<file path="config.mk">
export PLATFORM = sky130hd
export DESIGN_NAME = bencode_tag_list_decoder
export DESIGN_NICKNAME = d
export VERILOG_FILES = /design/src/rtl/btld_pkg.sv /design/src/rtl/btld_parser.sv /design/src/rtl/btld_event_queue.sv /design/src/rtl/bencode_tag_list_decoder.sv
export SDC_FILE = /design/constraint.sdc
export NUM_CORES = 1
export LEC_CHECK = 0
export BUFFER_PORTS_ARGS = -buffer_cell sky130_fd_sc_hd__buf_2
export CORE_ASPECT_RATIO = 2
export CORE_MARGIN = 4
export CORE_UTILIZATION = 56
export DETAILED_ROUTE_END_ITERATION = 12
export PLACE_DENSITY = 0.83
export SLEW_MARGIN = 20
export SYNTH_ARGS = -nofsm -noshare
export SYNTH_HDL_FRONTEND = slang
export SYNTH_SLANG_ARGS = --single-unit
</file>
<file path="constraint.sdc">
create_clock -name clock -period 3.21 [get_ports clock]
set_input_delay 0.1605 -clock clock [delete_from_list [all_inputs] [get_ports clock]]
set_output_delay 0.1605 -clock clock [all_outputs]
set_load 0.01 [all_outputs]
</file>
<file path="src/rtl/btld_pkg.sv">
// ----------------------------------------------------------------------------
// btld_pkg: shared types and constants of the bencode tag list decoder
// Parse phases, event and fault codes, the event record and the small
// arithmetic helpers used by the parser and the result queue.
// ----------------------------------------------------------------------------
package btld_pkg;

   // Character codes recognized by the parser
   localparam logic [7:0] CHAR_D     = 8'h64;
   localparam logic [7:0] CHAR_I     = 8'h69;
   localparam logic [7:0] CHAR_E     = 8'h65;
   localparam logic [7:0] CHAR_L     = 8'h6C;
   localparam logic [7:0] CHAR_COLON = 8'h3A;
   localparam logic [7:0] CHAR_ZERO  = 8'd48;
   localparam logic [7:0] CHAR_NINE  = 8'd57;

   // Event codes on the result channel
   localparam logic [1:0] EV_START = 2'd0;
   localparam logic [1:0] EV_BYTE  = 2'd1;
   localparam logic [1:0] EV_DONE  = 2'd2;
   localparam logic [1:0] EV_ERROR = 2'd3;

   // Fault kinds reported with an error event
   localparam logic [2:0] FAULT_DICT_BEGIN = 3'd0;
   localparam logic [2:0] FAULT_INTEGER    = 3'd1;
   localparam logic [2:0] FAULT_LIST_BEGIN = 3'd2;
   localparam logic [2:0] FAULT_STRING     = 3'd3;
   localparam logic [2:0] FAULT_LIST_END   = 3'd4;
   localparam logic [2:0] FAULT_DICT_END   = 3'd5;

   // Result queue geometry: two slots must be free to take a byte
   localparam int QUEUE_DEPTH = 4;
   localparam int QUEUE_AW    = $clog2(QUEUE_DEPTH);
   localparam int QUEUE_CW    = $clog2(QUEUE_DEPTH + 1);

   typedef enum logic [6:0] {
      PH_EXPECT_D  = 7'b0000001,
      PH_DICT_BODY = 7'b0000010,
      PH_TAG       = 7'b0000100,
      PH_LIST_OPEN = 7'b0001000,
      PH_LIST_BODY = 7'b0010000,
      PH_PAYLOAD   = 7'b0100000,
      PH_DRAIN     = 7'b1000000
   } phase_type;

   typedef struct packed {
      logic [1:0]  event_res;
      logic [31:0] entry_tag;
      logic [31:0] string_length;
      logic [7:0]  payload_byte;
      logic        string_done;
      logic [31:0] bytes_used;
      logic [2:0]  fault_kind;
   } event_type;

   // Up to two events per input byte; the second one only follows a first
   typedef struct packed {
      logic      first_valid;
      logic      second_valid;
      event_type first;
      event_type second;
   } parse_out_type;

   function automatic event_type make_error(input logic [2:0] kind);
      event_type ev;
      ev            = '0;
      ev.event_res  = EV_ERROR;
      ev.fault_kind = kind;
      return ev;
   endfunction

   // acc * 10 + digit, modulo 2^32, as two shifts and adds
   function automatic logic [31:0] add_digit(input logic [31:0] acc,
                                             input logic [7:0]  c);
      logic [7:0] d;
      d = c - CHAR_ZERO;
      return (acc << 3) + (acc << 1) + {24'd0, d};
   endfunction

endpackage

</file>
<file path="src/rtl/btld_parser.sv">
// ----------------------------------------------------------------------------
// btld_parser: byte-level parse state and event generation
// Advances the parse state once per accepted byte and builds, in the cycle the
// byte is accepted, the events (none, one or two) that the byte causes.
// ----------------------------------------------------------------------------
module btld_parser (
   input  logic                   clock,
   input  logic                   reset,
   input  logic                   accept,
   input  logic [7:0]             data_in,
   input  logic                   buffer_end,
   output btld_pkg::parse_out_type evt
);
   import btld_pkg::*;

   phase_type   phase_ff, phase_in;
   logic [31:0] tag_ff, tag_in;
   logic [31:0] length_ff, length_in;
   logic [31:0] left_ff, left_in;
   logic [31:0] count_ff, count_in;
   logic        seen_ff, seen_in;
   logic        finished;
   logic        is_digit;
   logic [31:0] left_dec;

   assign is_digit = (data_in >= CHAR_ZERO) && (data_in <= CHAR_NINE);
   assign left_dec = left_ff - 32'd1;

   // Decode one byte against the current phase
   always_comb begin
      phase_in  = phase_ff;
      tag_in    = tag_ff;
      length_in = length_ff;
      left_in   = left_ff;
      count_in  = count_ff;
      seen_in   = seen_ff;
      finished  = 1'b0;
      evt       = '0;
      if (accept) begin
         if (phase_ff != PH_DRAIN && phase_ff != PH_EXPECT_D) begin
            count_in = count_ff + 32'd1;
         end
         unique case (phase_ff)
            PH_EXPECT_D: begin
               count_in = 32'd1;
               if (data_in != CHAR_D || buffer_end) begin
                  evt.first_valid = 1'b1;
                  evt.first       = make_error(FAULT_DICT_BEGIN);
                  finished        = 1'b1;
               end else begin
                  phase_in = PH_DICT_BODY;
               end
            end
            PH_DICT_BODY: begin
               if (data_in == CHAR_E) begin
                  evt.first_valid          = 1'b1;
                  evt.first.event_res      = EV_DONE;
                  evt.first.bytes_used     = count_in;
                  finished                 = 1'b1;
               end else if (data_in != CHAR_I || buffer_end) begin
                  evt.first_valid = 1'b1;
                  evt.first       = make_error(FAULT_INTEGER);
                  finished        = 1'b1;
               end else begin
                  tag_in   = '0;
                  phase_in = PH_TAG;
               end
            end
            PH_TAG: begin
               if (is_digit && !buffer_end) begin
                  tag_in = add_digit(tag_ff, data_in);
               end else if (data_in == CHAR_E) begin
                  if (buffer_end) begin
                     evt.first_valid = 1'b1;
                     evt.first       = make_error(FAULT_LIST_BEGIN);
                     finished        = 1'b1;
                  end else begin
                     phase_in = PH_LIST_OPEN;
                  end
               end else begin
                  evt.first_valid = 1'b1;
                  evt.first       = make_error(FAULT_INTEGER);
                  finished        = 1'b1;
               end
            end
            PH_LIST_OPEN: begin
               if (data_in != CHAR_L) begin
                  evt.first_valid = 1'b1;
                  evt.first       = make_error(FAULT_LIST_BEGIN);
                  finished        = 1'b1;
               end else if (buffer_end) begin
                  evt.first_valid = 1'b1;
                  evt.first       = make_error(FAULT_LIST_END);
                  finished        = 1'b1;
               end else begin
                  length_in = '0;
                  seen_in   = 1'b0;
                  phase_in  = PH_LIST_BODY;
               end
            end
            PH_LIST_BODY: begin
               if (data_in == CHAR_E && !seen_ff) begin
                  if (buffer_end) begin
                     evt.first_valid = 1'b1;
                     evt.first       = make_error(FAULT_DICT_END);
                     finished        = 1'b1;
                  end else begin
                     phase_in = PH_DICT_BODY;
                  end
               end else if (is_digit && !buffer_end) begin
                  length_in = add_digit(length_ff, data_in);
                  seen_in   = 1'b1;
               end else if (data_in == CHAR_COLON) begin
                  // Report the string start; a non-empty string then opens the payload unless the buffer ends
                  evt.first_valid         = 1'b1;
                  evt.first.event_res     = EV_START;
                  evt.first.entry_tag     = tag_ff;
                  evt.first.string_length = length_ff;
                  evt.first.string_done   = (length_ff == '0);
                  length_in               = '0;
                  seen_in                 = 1'b0;
                  if (length_ff == '0) begin
                     if (buffer_end) begin
                        evt.second_valid = 1'b1;
                        evt.second       = make_error(FAULT_LIST_END);
                        finished         = 1'b1;
                     end
                  end else if (buffer_end) begin
                     evt.second_valid = 1'b1;
                     evt.second       = make_error(FAULT_STRING);
                     finished         = 1'b1;
                  end else begin
                     left_in  = length_ff;
                     phase_in = PH_PAYLOAD;
                  end
               end else begin
                  evt.first_valid = 1'b1;
                  evt.first       = make_error(FAULT_STRING);
                  finished        = 1'b1;
               end
            end
            PH_PAYLOAD: begin
               left_in                = left_dec;
               evt.first_valid        = 1'b1;
               evt.first.event_res    = EV_BYTE;
               evt.first.entry_tag    = tag_ff;
               evt.first.payload_byte = data_in;
               evt.first.string_done  = (left_dec == '0);
               if (left_dec == '0) begin
                  phase_in = PH_LIST_BODY;
                  if (buffer_end) begin
                     evt.second_valid = 1'b1;
                     evt.second       = make_error(FAULT_LIST_END);
                     finished         = 1'b1;
                  end
               end else if (buffer_end) begin
                  evt.second_valid = 1'b1;
                  evt.second       = make_error(FAULT_STRING);
                  finished         = 1'b1;
               end
            end
            PH_DRAIN: begin
               if (buffer_end) begin
                  phase_in = PH_EXPECT_D;
               end
            end
            default: begin
               phase_in = PH_EXPECT_D;
            end
         endcase
         // Close out the buffer after completion or error
         if (finished) begin
            phase_in  = buffer_end ? PH_EXPECT_D : PH_DRAIN;
            tag_in    = '0;
            length_in = '0;
            left_in   = '0;
            seen_in   = 1'b0;
         end
      end
   end

   // Hold parse state
   always_ff @(posedge clock) begin
      if (reset) begin
         phase_ff  <= PH_EXPECT_D;
         tag_ff    <= '0;
         length_ff <= '0;
         left_ff   <= '0;
         count_ff  <= '0;
         seen_ff   <= 1'b0;
      end else begin
         phase_ff  <= phase_in;
         tag_ff    <= tag_in;
         length_ff <= length_in;
         left_ff   <= left_in;
         count_ff  <= count_in;
         seen_ff   <= seen_in;
      end
   end

   a_end_restarts: assert property (@(posedge clock) disable iff (reset)
      accept && finished && buffer_end |=> phase_ff == PH_EXPECT_D)
      else $error("buffer end after a final event did not rearm the parser");

   a_drain_after_finish: assert property (@(posedge clock) disable iff (reset)
      accept && finished && !buffer_end |=> phase_ff == PH_DRAIN)
      else $error("parser did not drain after completion or error");

   a_payload_nonzero: assert property (@(posedge clock) disable iff (reset)
      phase_ff == PH_PAYLOAD |-> left_ff != '0)
      else $error("payload phase with no bytes left");

endmodule

</file>
<file path="src/rtl/btld_event_queue.sv">
// ----------------------------------------------------------------------------
// btld_event_queue: small in-order queue of result events
// Takes up to two events per cycle from the parser and presents one event
// per transaction at its head.
// ----------------------------------------------------------------------------
module btld_event_queue (
   input  logic                    clock,
   input  logic                    reset,
   input  btld_pkg::parse_out_type evt,
   output logic                    full,
   output logic                    head_valid,
   input  logic                    head_stall,
   output btld_pkg::event_type     head
);
   import btld_pkg::*;

   event_type                 slot_ff [QUEUE_DEPTH];
   logic [QUEUE_AW-1:0]       wr_ptr_ff, wr_ptr_in;
   logic [QUEUE_AW-1:0]       rd_ptr_ff, rd_ptr_in;
   logic [QUEUE_CW-1:0]       count_ff, count_in;
   logic [QUEUE_AW-1:0]       wr_ptr_next;
   logic                      pop;

   assign head_valid  = (count_ff != '0);
   assign head        = slot_ff[rd_ptr_ff];
   assign pop         = head_valid && !head_stall;
   assign full        = (count_ff > QUEUE_CW'(QUEUE_DEPTH - 2));
   assign wr_ptr_next = wr_ptr_ff + QUEUE_AW'(1);

   // Advance pointers and fill level
   always_comb begin
      wr_ptr_in = wr_ptr_ff + QUEUE_AW'(evt.first_valid) + QUEUE_AW'(evt.second_valid);
      rd_ptr_in = rd_ptr_ff + QUEUE_AW'(pop);
      count_in  = count_ff + QUEUE_CW'(evt.first_valid) + QUEUE_CW'(evt.second_valid)
                  - QUEUE_CW'(pop);
   end

   always_ff @(posedge clock) begin
      if (reset) begin
         wr_ptr_ff <= '0;
         rd_ptr_ff <= '0;
         count_ff  <= '0;
      end else begin
         wr_ptr_ff <= wr_ptr_in;
         rd_ptr_ff <= rd_ptr_in;
         count_ff  <= count_in;
      end
   end

   // Store incoming events in order
   always_ff @(posedge clock) begin
      if (evt.first_valid) begin
         slot_ff[wr_ptr_ff] <= evt.first;
      end
      if (evt.second_valid) begin
         slot_ff[wr_ptr_next] <= evt.second;
      end
   end

   a_count_bound: assert property (@(posedge clock) disable iff (reset)
      count_ff <= QUEUE_CW'(QUEUE_DEPTH))
      else $error("event queue overflow");

   a_second_follows_first: assert property (@(posedge clock) disable iff (reset)
      evt.second_valid |-> evt.first_valid)
      else $error("second event without a first");

   a_room_for_push: assert property (@(posedge clock) disable iff (reset)
      evt.first_valid |-> count_ff <= QUEUE_CW'(QUEUE_DEPTH - 2))
      else $error("events pushed without room for two");

endmodule

</file>
<file path="src/rtl/bencode_tag_list_decoder.sv">
// ----------------------------------------------------------------------------
// bencode_tag_list_decoder: streaming checker for tagged string lists
// Parses d (i<tag>e l (<len>:<bytes>)* e)* e one byte per transaction and
// reports string starts, payload bytes, completion and errors.
//
//   channel  direction  handshake          payload
//   req_     in         req_valid/stall    data_in, buffer_end
//   rsp_     out        rsp_valid/stall    event, tag, length, byte, done,
//                                          bytes used, fault kind
//
// One byte is accepted per cycle while req_stall is low; its events leave the
// result queue one per cycle while rsp_stall is low, so a byte that causes two
// events (a final byte or string start followed by an error) sends them in turn.
// A byte's events are registered in the result queue before they reach rsp_.
// req_stall rises while the four-entry result queue holds three or more events.
// Synchronous reset returns the parser to expecting the opening d.
// ----------------------------------------------------------------------------
module bencode_tag_list_decoder (
   input  logic        clock,
   input  logic        reset,
   input  logic        req_valid,
   output logic        req_stall,
   input  logic [7:0]  req_data_in,
   input  logic        req_buffer_end,
   output logic        rsp_valid,
   input  logic        rsp_stall,
   output logic [1:0]  rsp_event_res,
   output logic [31:0] rsp_entry_tag,
   output logic [31:0] rsp_string_length,
   output logic [7:0]  rsp_payload_byte,
   output logic        rsp_string_done,
   output logic [31:0] rsp_bytes_used,
   output logic [2:0]  rsp_fault_kind
);
   import btld_pkg::*;

   parse_out_type evt;
   event_type     head;
   logic          accept;
   logic          full;

   assign req_stall = full;
   assign accept    = req_valid && !req_stall;

   // Parse each accepted transaction
   btld_parser u_parser (
      .clock      (clock),
      .reset      (reset),
      .accept     (accept),
      .data_in    (req_data_in),
      .buffer_end (req_buffer_end),
      .evt        (evt)
   );

   // Queue events toward the result channel
   btld_event_queue u_queue (
      .clock      (clock),
      .reset      (reset),
      .evt        (evt),
      .full       (full),
      .head_valid (rsp_valid),
      .head_stall (rsp_stall),
      .head       (head)
   );

   assign rsp_event_res     = head.event_res;
   assign rsp_entry_tag     = head.entry_tag;
   assign rsp_string_length = head.string_length;
   assign rsp_payload_byte  = head.payload_byte;
   assign rsp_string_done   = head.string_done;
   assign rsp_bytes_used    = head.bytes_used;
   assign rsp_fault_kind    = head.fault_kind;

endmodule
</file>
==> flow_summary.yaml <==
sta:
  tightest_slew_ns: 0.907
  fin_crit_ns: 3.27
  finalClockSkew_ns: 0.0351
  rsz0062_at_grt: "true"
  period_share: 1.02
  setup_viol: 2
  slew_violations: 0
  hold_slack_ns: 0.0522
  max-slew-margin-rel: 0.395
  max_freq_mhz: 306
  setup_slack_ns: -0.0581
  final-hold-violation-count: 0
critical_path:
  max_stage_delay_ns: 0.52
  cp_num_buf_inv: 4
  cp-start-kind: "flop"
  reg2reg_slack_ns: -0.06
  crit_slowest_cell: "fa_1"
  crit_chain: "inv_1 -> fa_1 -> inv_1 -> ha_4 -> buf_4 -> a21o_1 -> a2111o_1 -> nand3b_1 -> a41oi_2 -> buf_6 -> a31o_4 -> a2111o_1 -> o2111ai_1 -> nand2_1"
  worstPathMaxFanout: 4
  worstSetupPathType: "reg -> reg"
  reg2reg_depth: 14
  cpLargestDelayFamily: "compound AO/OA/AOI/OAI gates"
  cp.required_ns: 3.71
  worst_setup_path_end_kind: "flop"
  cp_num_cells: 14
  arrival_ns: 3.77
finish:
  final_cells: 4060
  area_growth_pct: 16.7
  fill_cells: 3870
  nets: 3508
  drive_gt1_frac: 0.199
drt:
  dr.pass1.iters: 6
  drc: 0
  vias: 26200
  drt_wl_total_um: 85700
  viasPerCell: 6.45
  ant_nets: 0
  avgRoutedWirePerCell_um: 21.1
  drt_iter0_drc: 2352
global_route:
  grt_pass1_vias: 26100
  antenna_found_initial: 4
  grt_max_degree: 150
  grt_pass1_wl_um: 134000
  grt_overflow: 0
  grt.total_usage: 0.297
cts:
  path_clk_slew_ns: 0.07
  cts.path.max_buffers: 3
  cts_made_buffers: 50
  htreeDepth: 2
  cts_root_buffer: "clkbuf_16"
  cts_tree: "done"
  clk_latency_ns: 0.62
  cts_hold_buf: 0
  cts_num_sinks: 583
pwr:
  ir_worst_vdd_v: 0.000470
  power_density_nw_per_um2: 524
  p_leak_uw: 0.0132
  finalPower_uw: 17600
synthesis:
  synth_top_area_frac: 0.392
  syn_nets: 3343
  synthCells: 3199
  synth_top_cell_by_area: "dfxtp_1"
  yosysUniqueCellTypes: 87
  async_reset_ff_frac: 0
  synth-edff-count: 20
  synth_area_leaders: "dfxtp_1, o21ai_0, mux4_2"
  yosys_warnings: 0
  synth_area_sq_um: 28700
  synth.avg_cell_area_sq_um: 8.98
  synthFlopType: "dfxtp_1"
  ys_ff_latch: 583
  ys_seq_area_frac: 0.413
floorplan:
  die_h_um: 328
  coreArea_sq_um: 50800
  initial_utilization: 0.566
  ios: 125
  row_count: 117
  die_x_um: 168
  die_area_sq_um: 55200
status:
  status: "finished, violations left"
  violations: "setup timing"
min_path:
  hold_path_depth: 4
  hp-class: "in -> reg"
job:
  cap_violations: 0
place:
  hpwl_um: 57000
  pre_cts_ws_ns: -0.384
  dpl.cell_count: 3946
  place_congestion: 0.998
  io_buffers: 124
[cells by family (layout without fill, tap and decap cells)]
| logic type | count (synthesis) | after routing | synth area share |
|---|---|---|---|
| AO/OA/AOI/OAI | 868 | 868 | 0.176 |
| XOR/XNOR | 100 | 100 | 0.0305 |
| adder cells (fa/ha/maj) | 131 | 131 | 0.0610 |
| buffers and inverters | 314 | 517 | 0.0441 |
| flip-flops | 583 | 583 | 0.413 |
| multiplexers | 113 | 113 | 0.0874 |
| other | 0 | 4 | 0 |
| AND/OR/NAND/NOR | 1090 | 1090 | 0.188 |
[through the flow]
stage / TNS, ns / util / cell area [sq um]
final: -0.0605 / 0.660 / 33500
after global placement: -3.89 / 0.615 / 31200
after floorplan: 0 / - / 28700
after detailed placement: -6.29 / 0.615 / 31200
after global routing: -1.35 / 0.660 / 33500
after CTS: -0.0868 / 0.650 / 33000
[cell usage in the layout (no fill, tap or decap), types with 33 or more instances in the layout]
master     instances
dfxtp_1          549
mux4_2           110
xnor2_1           57
buf_4            210
buf_2            123
xor2_1            40
inv_1             63
nand3_1          449
o21ai_0          507
clkbuf_16         52
nor2_1           186
ha_1             107
a22oi_1           65
nand2_1          212
nor3_1            33
a21oi_1          110
a21o_1            36
[worst paths after layout]
check	from	to
setup / recovery	u_parser.length_ff[1]$_SDFFE_PP0P_	u_parser.length_ff[29]$_SDFFE_PP0P_
hold / removal	req_data_in[1]	u_parser.length_ff[1]$_SDFFE_PP0P_
setup reg to reg	u_parser.length_ff[1]$_SDFFE_PP0P_	u_parser.length_ff[29]$_SDFFE_PP0P_
hold reg to reg	u_queue.slot_ff[2][7]$_SDFFE_PP0N_	u_queue.slot_ff[2][7]$_SDFFE_PP0N_
[where the power goes]
part           leakage, uW  internal, uW  switching, uW
clock network     0.000855          3600           2870
logic              0.00762          1250           2350
registers          0.00475          7360            126
[synth_stat cells, drive strengths merged (7+ instances only)]
cell type / instances
or3: 26
o21ai: 519
a21oi: 114
o21bai: 7
xor2: 43
a21o: 36
nand2: 219
nor2: 189
and3: 22
fa: 15
ha: 116
inv: 66
buf: 100
clkbuf: 148
nand4b: 10
a31oi: 14
nand3b: 8
a211oi: 7
or2: 8
o31ai: 9
nor4: 25
o22ai: 10
nor3: 37
nand4: 16
and2: 12
nand3: 453
nor3b: 7
xnor2: 57
edfxtp: 20
nand2b: 17
and4: 8
mux4: 110
nor2b: 22
a2111oi: 13
a22oi: 65
dfxtp: 563
o211ai: 12
[final cells by class]
class                           instances  area [sq um]  share of cell area
Antenna cell                            4          10.0            0.000299
Clock buffer                           57          1340              0.0399
Clock inverter                         33           402              0.0120
Inverter                               66           248             0.00739
Multi-Input combinational cell       2302         16100               0.479
Sequential cell                       583         11900               0.355
Tap cell                              654           818              0.0244
Timing Repair Buffer                  361          2740              0.0817
[repair_timing]
item                                    CTS  global route
setup buffers                             4            15
endpoints found under the setup margin   14           140
pin swaps                                 8            33
gates resized for setup                  12            75
gates cloned                              0             1
[registers in the layout, indices dropped and copies added, names as in the netlist]
| register | flops |
|---|---|
| u_parser.count_ff | 32 |
| u_queue.slot_ff | 440 |
| u_queue.count_ff | 3 |
| u_parser.length_ff | 32 |
| u_parser.seen_ff | 1 |
| u_parser.left_ff | 32 |
| u_queue.rd_ptr_ff | 2 |
| u_queue.wr_ptr_ff | 2 |
| u_parser.tag_ff | 32 |
| u_parser.phase_ff | 7 |
[worst min-delay path: stages]
cell and delay [ns]:
buf_2 0.12, ha_1 0.17, a22oi_1 0.08, nor2_1 0.08
[metal layers]
metal / vias up / GRT usage / share of wire
li1: 12000 / - / -
met1: 12600 / 0.316 / 0.35
met2: 1133 / 0.531 / 0.51
met3: 399 / 0.0439 / 0.058
met4: 2 / 0.210 / 0.081
met5: - / 0 / 0.00016
(Power assumes the default switching activity.)
